## src/rtl/sbil_pkg.sv

```systemverilog
// ----------------------------------------------------------------------------
// sbil_pkg
// Shared constants for the serial boot image loader.
// ----------------------------------------------------------------------------
package sbil_pkg;

  localparam logic [31:0] MagicWord   = 32'hbeefcafe;
  localparam logic [31:0] CrcPoly     = 32'hedb88320;
  localparam logic [31:0] CrcInit     = 32'hffffffff;
  localparam logic [31:0] LoadBaseRst = 32'h10000100;

  localparam int unsigned HeaderBytes = 12;

  localparam logic [1:0] PhHunt    = 2'd0;
  localparam logic [1:0] PhHeader  = 2'd1;
  localparam logic [1:0] PhPayload = 2'd2;

endpackage

```

## src/rtl/sbil_crc_byte.sv

```systemverilog
// ----------------------------------------------------------------------------
// sbil_crc_byte
// Reflected CRC-32 update over one byte, all eight bit steps unrolled.
// ----------------------------------------------------------------------------
module sbil_crc_byte
  import sbil_pkg::*;
(
  input  logic [31:0] crc_i,
  input  logic [7:0]  data_i,
  output logic [31:0] crc_o
);

  always_comb begin
    logic [31:0] c;
    c = crc_i ^ {24'd0, data_i};
    for (int i = 0; i < 8; i++) begin
      if (c[0]) begin
        c = (c >> 1) ^ CrcPoly;
      end else begin
        c = c >> 1;
      end
    end
    crc_o = c;
  end

endmodule

```

## src/rtl/serial_boot_image_loader.sv

```systemverilog
// ----------------------------------------------------------------------------
// serial_boot_image_loader
// Magic-word hunt, header capture and payload load with CRC-32 check.
// ----------------------------------------------------------------------------
// One received byte is taken per cycle while the result side takes transfers,
// and each byte gives exactly one registered result: the phase after the byte,
// a memory write for payload bytes, and on the byte that completes an image the
// done flag, the CRC match, the computed CRC and the entry point. The whole step
// (magic compare, header shift, address add, unrolled byte CRC) sits between the
// loader state and a single result register; a stalled result holds rx_ready_o
// low. The user writes load_base through cfg_we_i/cfg_wdata_i only while the
// block is idle; the block itself does not enforce this.
// ----------------------------------------------------------------------------
module serial_boot_image_loader
  import sbil_pkg::*;
(
  input  logic        clk_i,
  input  logic        rst_ni,

  input  logic        cfg_we_i,
  input  logic [31:0] cfg_wdata_i,

  input  logic        rx_valid_i,
  output logic        rx_ready_o,
  input  logic [7:0]  rx_byte_i,

  output logic        out_valid_o,
  input  logic        out_ready_i,
  output logic        write_valid_o,
  output logic [31:0] write_address_o,
  output logic [7:0]  write_data_o,
  output logic [1:0]  phase_o,
  output logic        load_done_o,
  output logic        crc_match_o,
  output logic [31:0] entry_address_o,
  output logic [31:0] computed_crc_o
);

  logic [31:0] load_base_q;
  logic [31:0] magic_window_q, magic_window_d;
  logic [1:0]  phase_q, phase_d;
  logic [3:0]  header_count_q, header_count_d;
  logic [31:0] image_length_q, image_length_d;
  logic [31:0] entry_reg_q, entry_reg_d;
  logic [31:0] expected_crc_q, expected_crc_d;
  logic [31:0] payload_offset_q, payload_offset_d;
  logic [31:0] running_crc_q, running_crc_d;

  logic        out_valid_q;
  logic        wvalid_d, done_d, match_d;
  logic [31:0] waddr_d, entry_d, ccrc_d;
  logic [7:0]  wdata_d;
  logic        wvalid_q, done_q, match_q;
  logic [31:0] waddr_q, entry_q, ccrc_q;
  logic [7:0]  wdata_q;
  logic [1:0]  phase_out_q;

  logic        accept;
  logic [31:0] crc_next;
  logic [31:0] window_next;
  logic [31:0] offset_inc;
  logic [3:0]  count_inc;

  assign rx_ready_o = !out_valid_q || out_ready_i;
  assign accept     = rx_valid_i && rx_ready_o;

  sbil_crc_byte u_crc (
    .crc_i  (running_crc_q),
    .data_i (rx_byte_i),
    .crc_o  (crc_next)
  );

  assign window_next = {magic_window_q[23:0], rx_byte_i};
  assign offset_inc  = payload_offset_q + 32'd1;
  assign count_inc   = header_count_q + 4'd1;

  always_comb begin
    magic_window_d   = magic_window_q;
    phase_d          = phase_q;
    header_count_d   = header_count_q;
    image_length_d   = image_length_q;
    entry_reg_d      = entry_reg_q;
    expected_crc_d   = expected_crc_q;
    payload_offset_d = payload_offset_q;
    running_crc_d    = running_crc_q;
    wvalid_d = 1'b0;
    waddr_d  = '0;
    wdata_d  = '0;
    done_d   = 1'b0;
    match_d  = 1'b0;
    entry_d  = '0;
    ccrc_d   = '0;

    unique case (phase_q)
      PhHeader: begin
        if (header_count_q < 4'd4) begin
          image_length_d = {image_length_q[23:0], rx_byte_i};
        end else if (header_count_q < 4'd8) begin
          entry_reg_d = {entry_reg_q[23:0], rx_byte_i};
        end else begin
          expected_crc_d = {expected_crc_q[23:0], rx_byte_i};
        end
        header_count_d = count_inc;
        if (count_inc >= 4'(HeaderBytes)) begin
          header_count_d   = '0;
          payload_offset_d = '0;
          running_crc_d    = CrcInit;
          if (image_length_d == '0) begin
            done_d  = 1'b1;
            match_d = (expected_crc_d == '0);
            entry_d = entry_reg_d;
            phase_d = PhHunt;
          end else begin
            phase_d = PhPayload;
          end
        end
      end
      PhPayload: begin
        wvalid_d         = 1'b1;
        waddr_d          = load_base_q + payload_offset_q;
        wdata_d          = rx_byte_i;
        running_crc_d    = crc_next;
        payload_offset_d = offset_inc;
        if (offset_inc == image_length_q) begin
          done_d           = 1'b1;
          ccrc_d           = ~crc_next;
          match_d          = (~crc_next == expected_crc_q);
          entry_d          = entry_reg_q;
          phase_d          = PhHunt;
          running_crc_d    = CrcInit;
          payload_offset_d = '0;
        end
      end
      default: begin
        // hunting; the unused code behaves the same
        phase_d        = PhHunt;
        magic_window_d = window_next;
        if (window_next == MagicWord) begin
          magic_window_d = '0;
          phase_d        = PhHeader;
          header_count_d = '0;
          image_length_d = '0;
          entry_reg_d    = '0;
          expected_crc_d = '0;
        end
      end
    endcase
  end

  always_ff @(posedge clk_i or negedge rst_ni) begin
    if (!rst_ni) begin
      load_base_q      <= LoadBaseRst;
      magic_window_q   <= '0;
      phase_q          <= PhHunt;
      header_count_q   <= '0;
      image_length_q   <= '0;
      entry_reg_q      <= '0;
      expected_crc_q   <= '0;
      payload_offset_q <= '0;
      running_crc_q    <= CrcInit;
      out_valid_q      <= 1'b0;
    end else begin
      if (cfg_we_i) begin
        load_base_q <= cfg_wdata_i;
      end
      if (accept) begin
        magic_window_q   <= magic_window_d;
        phase_q          <= phase_d;
        header_count_q   <= header_count_d;
        image_length_q   <= image_length_d;
        entry_reg_q      <= entry_reg_d;
        expected_crc_q   <= expected_crc_d;
        payload_offset_q <= payload_offset_d;
        running_crc_q    <= running_crc_d;
        out_valid_q      <= 1'b1;
      end else if (out_ready_i) begin
        out_valid_q <= 1'b0;
      end
    end
  end

  // result payload: load on accept, hold otherwise
  always_ff @(posedge clk_i) begin
    if (accept) begin
      wvalid_q    <= wvalid_d;
      waddr_q     <= waddr_d;
      wdata_q     <= wdata_d;
      phase_out_q <= phase_d;
      done_q      <= done_d;
      match_q     <= match_d;
      entry_q     <= entry_d;
      ccrc_q      <= ccrc_d;
    end
  end

  assign out_valid_o     = out_valid_q;
  assign write_valid_o   = wvalid_q;
  assign write_address_o = waddr_q;
  assign write_data_o    = wdata_q;
  assign phase_o         = phase_out_q;
  assign load_done_o     = done_q;
  assign crc_match_o     = match_q;
  assign entry_address_o = entry_q;
  assign computed_crc_o  = ccrc_q;

endmodule

```

## config.mk

```make
export PLATFORM = sky130hd
export DESIGN_NAME = serial_boot_image_loader
export DESIGN_NICKNAME = d
export VERILOG_FILES = /design/src/rtl/sbil_pkg.sv /design/src/rtl/sbil_crc_byte.sv /design/src/rtl/serial_boot_image_loader.sv
export SDC_FILE = /design/constraint.sdc
export NUM_CORES = 1
export LEC_CHECK = 0
export ABC_AREA = 1
export BUFFER_PORTS_ARGS = -buffer_cell sky130_fd_sc_hd__buf_2
export CAP_MARGIN = 20
export CORE_MARGIN = 2
export CORE_UTILIZATION = 40
export DETAILED_ROUTE_END_ITERATION = 12
export PLACE_DENSITY = 0.63
export SLEW_MARGIN = 25
export SYNTH_ARGS = -nofsm -noshare
export SYNTH_HDL_FRONTEND = slang
export SYNTH_SLANG_ARGS = --single-unit
export TNS_END_PERCENT = 1
```

## constraint.sdc

```tcl
create_clock -name clk_i -period 3.1 [get_ports clk_i]
set_clock_uncertainty 0.2 [all_clocks]
set_input_delay 0.31 -clock clk_i [delete_from_list [all_inputs] [get_ports clk_i]]
set_output_delay 0.31 -clock clk_i [all_outputs]
set_load 0.03 [all_outputs]
```

### Word level (Yosys, flattened, before mapping)

Index checks and enable logic that the tools add are counted.
Widths: inputs -> output; s select.

* input bits: 45
* memories kept: 0
* ROM bits: 0
* bits in registers: 332
* word-level logic and storage cells: 104
* bits in writable memories: 0
* latch bits: 0

* $mul: 0
* eq/ne operators: 6
* bitwise logic cells: 12
* shift-type cells: 0
* div/mod/pow operators: 0
* add/subtract/negate cells: 3
* reductions and logical operators: 13
* muxes and demuxes: 49
* order comparisons: 3

Operators by type and width (number)
* $mux 32: 23
* $pmux 32 s2: 6
* $not 13->14: 8
* $eq 32x32->1: 2
* $logic_not 32->1: 2
* $add 32x1->32 const B: 1
* $add 32x32->32: 1
* $eq 32x32->1 const B: 1
* $not 32->32: 1
* $xor 32x8->32: 1
* $mux 24: 1
* $mux 1: 10
* $mux 4: 2
* $pmux 4 s2: 1
* $mux 2: 3
* $reduce_and 3->1: 2
* $reduce_bool 2->1: 3
* $add 4x1->4 const B: 1
* $ge 4x4->1 const B: 1
* $lt 4x3->1 const B: 1
* $lt 4x4->1 const B: 1
* $pmux 1 s2: 2
* $pmux 2 s2: 1
* $reduce_and 2->1: 2
* 8 further kinds: 9

### Logic depth before layout (Yosys ltp)

Gate-level depths: netlist of the first run.

* word-level depth: 21
* gate-level depth with buffers: 21

### Cells and area by module

A second synthesis of the first run with hierarchy kept.

* cell total of the unflattened synthesis: 2355
* area, all modules: 19037.0 µm²

Modules (own cells, without submodules)
* serial_boot_image_loader: cells each 2146, times used 1, area each 17862.1 µm²
* sbil_crc_byte: cells each 209, times used 1, area each 1174.9 µm²

### Least setup slack after synthesis of the first run

No wires, ideal clock.

* path type: register to register
* from: register out_valid_q, in the netlist out_valid_o
* to: register ccrc_q[0], in the netlist computed_crc_o[0] (enable)
* required time: 2.436 ns
* setup slack: -0.719 ns
* stages on the path, launching flop included: 4
* path buffers: 0
* arrival time: 3.155 ns
* cell sequence: dfrtp_1 -> nand2_1 -> nand2_1 -> inv_1

* longest elaborated chain between the ends: 3

Ends and longest elaborated chain
* start: declaration: line serial_boot_image_loader.sv:49 `logic out_valid_q;`
* start signal: assignment: line serial_boot_image_loader.sv:161 `out_valid_q <= 1'b0;`
* start signal: assignment: line serial_boot_image_loader.sv:175 `out_valid_q <= 1'b1;`
* start signal: assignment: line serial_boot_image_loader.sv:177 `out_valid_q <= 1'b0;`
* $logic_not 1->1: line serial_boot_image_loader.sv:64 `assign rx_ready_o = !out_valid_q || out_ready_i;`
* $logic_or 1x1->1: line serial_boot_image_loader.sv:64
* via rx_ready_o: line serial_boot_image_loader.sv:24 `output logic rx_ready_o,`
* $logic_and 1x1->1: line serial_boot_image_loader.sv:65 `assign accept = rx_valid_i && rx_ready_o;`
* via accept: line serial_boot_image_loader.sv:58 `logic accept;`
* end signal: assignment: line serial_boot_image_loader.sv:192 `ccrc_q <= ccrc_d;`
* end: declaration: line serial_boot_image_loader.sv:54 `logic [31:0] waddr_q, entry_q, ccrc_q;`

The timed path passes the listed nets, and every way through them passes these cells.
A chain may end at the register's enable or synchronous reset.

### Worst setup path in the final report of the first run

* from: register payload_offset_q[0]
* to: register entry_q[1], in the netlist entry_address_o[1] (data pin)

* longest elaborated chain between the ends: 4

Ends and longest elaborated chain
* start: declaration: line serial_boot_image_loader.sv:46 `logic [31:0] payload_offset_q, payload_offset_d;`
* start signal: assignment: line serial_boot_image_loader.sv:173 `payload_offset_q <= payload_offset_d;`
* $add 32x1->32: line serial_boot_image_loader.sv:74 `assign offset_inc = payload_offset_q + 32'd1;`
* $eq 32x32->1: line serial_boot_image_loader.sv:124 `if (offset_inc == image_length_q) begin`
* $mux 32: line serial_boot_image_loader.sv:124
* $pmux 32 s2: line serial_boot_image_loader.sv:94 `unique case (phase_q)`
* via entry_d[1]: line serial_boot_image_loader.sv:51 `logic [31:0] waddr_d, entry_d, ccrc_d;`
* end signal: assignment: line serial_boot_image_loader.sv:191 `entry_q <= entry_d;`
* end: declaration: line serial_boot_image_loader.sv:54

The timed path passes the listed nets, and every way through them passes these cells.

==> results of run 1 <==
[flip-flops by register name, summed over array words and instances, names as in the netlist]
name	flops
computed_crc_o	32
entry_address_o	32
entry_reg_q	32
expected_crc_q	32
image_length_q	32
load_base_q	32
payload_offset_q	32
running_crc_q	32
write_address_o	32
magic_window_q	24
write_data_o	8
header_count_q	4
phase_o	2
phase_q	2
crc_match_o	1
load_done_o	1
out_valid_o	1
write_valid_o	1
[worst min-delay path, delay by kind of cell]
family,cells,cell delay (ns)
compound gates,1,0.07
buf+inv,2,0.29
simple gates,1,0.08
[metrics by stage]
| stage | setup WS (ns) | hold slack, ns | cells | total power [mW] |
|---|---|---|---|---|
| global route | -0.2123 | 0.03094 | 3484 | 16.49 |
| CTS | 0.01131 | 0.01125 | 3470 | 15.51 |
| finish | -0.05227 | 0.02881 | 3484 | 15.56 |
| global placement | -0.006846 | 0.1542 | 3356 | 10.57 |
| detailed placement | -0.08713 | 0.1572 | 3356 | 10.63 |
| floorplan | 0.007010 | -0.1856 | 2523 | 8.664 |
[cell usage after synthesis, types with 2 or more instances]
master,n,share of area (%)
xnor2_1,4,0.18
o21a_1,10,0.39
buf_4,2,0.079
o21ai_1,7,0.18
nor2_1,174,3.4
a21oi_1,135,3.5
xor2_1,15,0.69
a31oi_1,4,0.13
a21boi_0,2,0.079
nand4_1,29,0.95
nor2_4,6,0.35
dfstp_2,34,4.7
buf_1,3,0.059
nand3b_1,3,0.12
o22ai_1,55,1.8
o221ai_1,3,0.14
inv_2,4,0.079
nand2_1,726,14
nor2_2,4,0.13
buf_2,16,0.42
dfrtp_1,189,25
inv_1,342,6.7
o21ai_0,251,6.6
nor3_1,8,0.21
mux2_2,39,2.3
ha_1,35,2.3
nand2_2,3,0.098
clkbuf_1,66,1.3
edfxtp_1,109,17
o31ai_1,7,0.27
nor4_1,17,0.56
o211ai_1,4,0.16
buf_6,3,0.18
clkinv_1,2,0.039
nand3_1,203,5.3
[per-layer routing]
| layer | GRT usage (%) | routed length [um] |
|---|---|---|
| met1 | 31.31 | 26290 |
| met4 | 11.06 | 2807 |
| met5 | 0 | 0 |
| met2 | 43.98 | 31540 |
| met3 | 2.989 | 2937 |
[cell families (layout without fill, tap and decap cells)]
group | Yosys count | after routing
compound gates | 481 | 481
flops | 332 | 332
fa+ha+maj | 36 | 36
xor+xnor | 20 | 20
mux | 40 | 40
buf+inv | 438 | 784
simple gates | 1176 | 1176
[report_power, final]
part	internal, mW	leakage, nW	total, mW	switching [mW]
Clock	2.83	0.638	4.80	1.97
Combinational	1.80	6.74	5.05	3.24
Sequential	5.17	3.77	5.71	0.543
[layout make-up]
type	instances	area, um^2	area share (%)
Clock inverter	24	246.5	1.034
Tap cell	615	769.5	3.229
Multi-Input combinational cell	1753	8820	37.01
Inverter	348	1313	5.507
Sequential cell	332	8911	37.39
Clock buffer	51	1084	4.546
Timing Repair Buffer	361	2690	11.29
[timing repair]
item	4_1_cts	5_1_grt
pin swaps	0	16
cloned	0	5
endpoints found under the setup margin	53	144
setup buffers	0	9
resized for setup	4	91
hold endpoints to repair	116	0
hold buffers	39	0
[worst max-delay path by stage]
stage | end | slack, ns | cells after the start
floorplan | computed_crc_o[0]$_SDFFCE_PN0P_ | 0.007 | 3
detailed placement | entry_address_o[19]$_DFFE_PP_ | -0.09 | 15
CTS | crc_match_o$_DFFE_PP_ | 0.01 | 18
finish | entry_address_o[1]$_DFFE_PP_ | -0.05 | 20
global route | entry_address_o[1]$_DFFE_PP_ | -0.21 | 19
global placement | entry_address_o[14]$_DFFE_PP_ | -0.007 | 15
==> results.md, run 1 <==
- Min Tclk post-route: 3.152 ns
- Vias in the first global route: 17830
- Clock Root Buffer: clkbuf_16
- Critical path launch point type: flop
- DP HPWL: 46280 um
- Critical path type: flop to flop
- Worst-Margin Slew: 0.7952 ns
- Synth Cell Area: 19120 um^2
- Critical Path RT: 3.30 ns
- RSZ-0062 raised after global routing: true
- GRT Util Overall: 25.17%
- R2r endpoint: entry_address_o[1]$_DFFE_PP_
- Status: finished, violations left
- Starting Density: 40.30%
- Final Wtd Congestion: 0.9434
- R2r setup slk: -0.05 ns
- Antenna-violating nets left: 0
- Placed inst area: 21640 um^2
- Power density cells: 652.8 nW/um^2
- Layout Utilization: 50.23%
- TritonCTS Buffers: 41
- Yosys cell types: 44
- Share of layout cells above drive strength 1: 19.76%
- Post-synthesis compound-gate area fraction: 13.38%
- #FFs+latches synth: 332
- Core Box Area: 47450 um^2
- Max cap viols: 0
- Hold Path Sink: magic_window_q[5]$_DFFE_PN0P_
- Iteration-0 DRC Markers: 1497
- Mux cell area share after synthesis: 2.349%
- Syn nets: 2604
- Total Wirelength: 63570 um
- Number of I/O pins: 156
- Die width: 222.6 um
- Max Transition Viols Final: 0
- R2R depth: 20
- Htree depth: 2
- CP Capture Type: flop
- Largest net degree at the start of global routing: 85
- Chip height: 222.6 um
- CTS clk-pin slew, worst paths: 0.06 ns
- Max_slew headroom: 46.99%
- RR Startpoint: payload_offset_q[0]$_DFFE_PN0P_
- Core Rows: 80
- Slowest stage delay, CP: 0.40 ns
- Syn. warnings: 0
- Commonest non-fill, non-tap cell in the layout: nand2_1
- Period utilization: 101.7%
- Worst Min Path Start: rx_byte_i[5]
- Area share of fa/ha/maj cells after synthesis: 2.395%
- Syn Area/Cell: 7.578 um^2
- VDD IR max: 0.0004084 V
- CTS tree: yes
- Via count: 18210
- Clk Latency, worst-skew pair: 0.57 ns
- Via density: 5.227
- TNS Setup: -0.08814 ns
- XOR/XNOR Fraction of Synth Area: 0.9882%
- DR WL/cell: 18.25 um
- Number of synthesized flops with an enable pin: 109
- Crit-path most repeated cell: nand2_1
- WP buf/inv: 4
- Commonest cells after routing, fill and taps aside: 716 x nand2_1, 340 x inv_1, 247 x o21ai_0
- Slowest cell on crit path: dfrtp_1
- Crit path cell chain: ha_2 > nand2_2 > nor2_4 > buf_6 > nand2_1 > nand3_1 > nand2_1 > nor2_2 > inv_1 > nor2_1 > nand3b_1 > nor2_1 > nand2_1 > nor2_1 > nand3_2 > nor2_4 > buf_12 > clkbuf_16 > nand2_1 > a21oi_1
- Syn-to-layout area delta: 24.65%
- Maximum clock insertion buffer count: 3
- Simple logic cell fraction of the synthesized area: 25.50%
- Async S/R FF share, synth: 67.17%
- Global-route wire length before repair: 98260 um
- Worst setup margin: -0.05227 ns
- Remaining Overflow, GRT: 0
- Synth Flop Type: dfrtp_1
- Hold Fails Final Rpt: 0
- CP Data Arrival Time: 3.35 ns
- Hold path depth: 4
- Final instance area: 23830 um^2
- Final net count: 2918
- Total iterations of the first detailed-routing run: 6
- Mapped Cells: 2523
- Post-synthesis sequential area ratio: 46.53%
- HP Class: primary input to flop
- # diodes: 0
- Crit path max fanout: 8
- Port Buffers: 155
- Maximum clock rate: 317.2 MHz
- DRC Markers: 0
- Pleak: 11.14 nW
- Crit path launch: payload_offset_q[0]$_DFFE_PN0P_
- Final setup viols: 2
- Sink Count: 332
- Die ar.: 49560 um^2
- Antenna violations before repair: 0
- Critical path's top delay family: simple AND/OR/NAND/NOR gates
- Largest family of logic cells by synthesized area: simple AND/OR/NAND/NOR gates
- Violated checks: negative setup slack
- Fill count: 4578
Note: power is estimated with default switching activity, not from simulation.
==> inputs of run 2 (changes only) <==
CORE_UTILIZATION = 49   (was 40)
PLACE_DENSITY = 0.71   (was 0.63)
clock period = 3.41 ns   (was 3.1 ns; I/O delays follow)
==> results.md, run 2 (synthesis gave the netlist of run 1 again) <==
- Status: finished, final reports clean (was finished, violations left)
- Htree depth: 2 (unchanged)
- Critical path's top delay family: simple AND/OR/NAND/NOR gates (unchanged)
- Starting Density: 49.59% (was 40.30%)
- Final instance area: 22620 um^2 (was 23830 um^2)
- Number of I/O pins: 156 (unchanged)
- Core Rows: 72 (was 80)
- Die ar.: 40620 um^2 (was 49560 um^2)
- Pleak: 10.63 nW (was 11.14 nW)
- Sink Count: 332 (unchanged)
- Max_slew headroom: 36.73% (was 46.99%)
- DR WL met2: 29400 um (was 31540 um)
- Period utilization: 93.05% (was 101.7%)
- Iteration-0 DRC Markers: 1666 (was 1497)
- Commonest non-fill, non-tap cell in the layout: nand2_1 (unchanged)
- # diodes: 0 (unchanged)
- Worst-Margin Slew: 0.9490 ns (was 0.7952 ns)
- Crit path cell chain: ha_2 > nand2_2 > nor2_4 > nand2_2 > nor2_4 > buf_4 > nand2_1 > nand2_1 > nand3_1 > a21oi_1 > nand2_1 > nor2_1 > nand3_2 > nor2_4 > buf_12 > nand2_1 > a21oi_1 (was ha_2 > nand2_2 > nor2_4 > buf_6 > nand2_1 > nand3_1 > nand2_1 > nor2_2 > inv_1 > nor2_1 > nand3b_1 > nor2_1 > nand2_1 > nor2_1 > nand3_2 > nor2_4 > buf_12 > clkbuf_16 > nand2_1 > a21oi_1)
- Critical path launch point type: flop (unchanged)
- CTS clk-pin slew, worst paths: 0.06 ns (about the same)
- Syn-to-layout area delta: 18.30% (was 24.65%)
- Final setup viols: 0 (was 2)
- Slowest cell on crit path: dfrtp_2 (was dfrtp_1)
- TritonCTS Buffers: 39 (was 41)
- Critical Path RT: 3.61 ns (was 3.30 ns)
- Max layer used: met4 (unchanged)
- Clock Root Buffer: clkbuf_16 (unchanged)
- Commonest cells after routing, fill and taps aside: 725 x nand2_1, 341 x inv_1, 250 x o21ai_0 (was 716 x nand2_1, 340 x inv_1, 247 x o21ai_0)
- RR Startpoint: payload_offset_q[0]$_DFFE_PN0P_ (unchanged)
- Via count: 18000 (was 18210)
- CP Capture Type: flop (unchanged)
- Power density cells: 607.2 nW/um^2 (was 652.8 nW/um^2)
- Antenna-violating nets left: 0 (unchanged)
- DRT met1 WL: 24570 um (was 26290 um)
- Antenna violations before repair: 0 (unchanged)
- Place WS: 0.06596 ns (was -0.08713 ns)
- Final Wtd Congestion: 0.9813 (was 0.9434)
- Vias in the first global route: 17520 (was 17830)
- Final net count: 2820 (was 2918)
- Fin Hold WS: 0.006310 ns (was 0.02881 ns)
- Fill count: 3594 (was 4578)
- Via density: 5.478 (was 5.227)
- Worst Min Path Start: rx_byte_i[1] (was rx_byte_i[5])
- Remaining Overflow, GRT: 0 (unchanged)
- Min Tclk post-route: 3.173 ns (was 3.152 ns)
- Largest net degree at the start of global routing: 91 (was 85)
- DR WL/cell: 18.33 um (was 18.25 um)
- Total iterations of the first detailed-routing run: 6 (unchanged)
- Total chip power: 13.73 mW (was 15.56 mW)
- Total Wirelength: 60220 um (was 63570 um)
- CP Data Arrival Time: 3.37 ns (was 3.35 ns)
- CTS tree: yes (unchanged)
- Critical path type: flop to flop (unchanged)
- Placed inst area: 20860 um^2 (was 21640 um^2)
- Share of layout cells above drive strength 1: 14.31% (was 19.76%)
- DP HPWL: 44460 um (was 46280 um)
- Core Box Area: 38560 um^2 (was 47450 um^2)
- Crit-path most repeated cell: nand2_1 (unchanged)
- Metal3 WL: 3008 um (was 2937 um)
- Port Buffers: 155 (unchanged)
- Slowest stage delay, CP: 0.44 ns (was 0.40 ns)
- Clk Latency, worst-skew pair: 0.57 ns (about the same)
- DRC Markers: 0 (unchanged)
- Worst setup margin: 0.2368 ns (was -0.05227 ns)
- GRT Util Overall: 29.84% (was 25.17%)
- Maximum clock insertion buffer count: 3 (unchanged)
- HP Class: primary input to flop (unchanged)
- Maximum clock rate: 315.1 MHz (was 317.2 MHz)
- Die width: 201.5 um (was 222.6 um)
- Max Transition Viols Final: 0 (unchanged)
- VDD IR max: 0.0005477 V (was 0.0004084 V)
- Crit path launch: payload_offset_q[0]$_DFFE_PN0P_ (unchanged)
- Crit path max fanout: 33 (was 8)
- WP buf/inv: 2 (was 4)
- Global-route wire length before repair: 95750 um (was 98260 um)
- Hold Fails Final Rpt: 0 (unchanged)
- Max cap viols: 0 (unchanged)
- Chip height: 201.5 um (was 222.6 um)
run 2: cell count changes in the layout (fill, tap and decap cells not counted), sizes merged:
cell         change
buf             -91
clkbuf           -4
clkinvlp         -4
inv              -2
clkinv           +1
dlygate4sd3      -1
run 2: cell type report:
class                           instances  area [um^2]  share of cell area (%)
Clock buffer                           51         1112                   4.918
Sequential cell                       332         8901                   39.35
Timing Repair Buffer                  265         1832                   8.099
Tap cell                              518        648.1                   2.866
Inverter                              348         1315                   5.814
Clock inverter                         19        216.5                  0.9570
Multi-Input combinational cell       1753         8593                   37.99
run 2: per-stage QoR:
step	setup TNS, ns	utilization, %	instances
6_report	0	58.66	3286
5_1_grt	-0.01461	58.66	3286
4_1_cts	0	58.53	3284
3_5_place_dp	0	54.10	3176
3_3_place_gp	0	54.10	3176
2_1_floorplan	0	-	2523
run 2: path summary, 6_finish.rpt:
check                                                 end  slack (ns)  cells after the start
max                         entry_address_o[13]$_DFFE_PP_        0.24                     17
min                         write_data_o[1]$_SDFFCE_PN0P_       0.006                      3
max reg2reg                 entry_address_o[13]$_DFFE_PP_        0.24                     17
min in group asynchronous     load_base_q[20]$_DFFE_PN0P_        0.15                      2
max in group asynchronous   running_crc_q[30]$_DFFE_PN1P_        1.86                      3
min reg2reg                magic_window_q[12]$_DFFE_PN0P_        0.29                      2
run 2: routing by layer:
metal  vias to the layer above  global-route usage [%]
met5                         -                       0
li1                       8729                       -
met1                      8507                   37.09
met4                         0                   15.52
met2                       594                   50.89
met3                       172                   3.920
run 2: timing repair:
item                       CTS  global route
setup endpoints to repair    0           135
gates resized for setup      0            14
hold endpoints to repair    98             0
hold buffers                38             0
buffers inserted             0             2
run 2: worst register-to-register path: stages, from the launching register on:
cell	delay (ns)
dfrtp_2	0.44
ha_2	0.24
nand2_2	0.09
nor2_4	0.16
nand2_2	0.12
nor2_4	0.23
buf_4	0.16
nand2_1	0.04
nand2_1	0.05
nand3_1	0.09
a21oi_1	0.17
nand2_1	0.07
nor2_1	0.13
nand3_2	0.15
nor2_4	0.17
buf_12	0.22
nand2_1	0.10
a21oi_1	0.18
run 2: power breakdown:
| part | internal [mW] | total [mW] | switching [mW] |
|---|---|---|---|
| logic | 1.37 | 4.22 | 2.84 |
| clock network | 2.61 | 4.33 | 1.72 |
| registers | 4.69 | 5.19 | 0.496 |
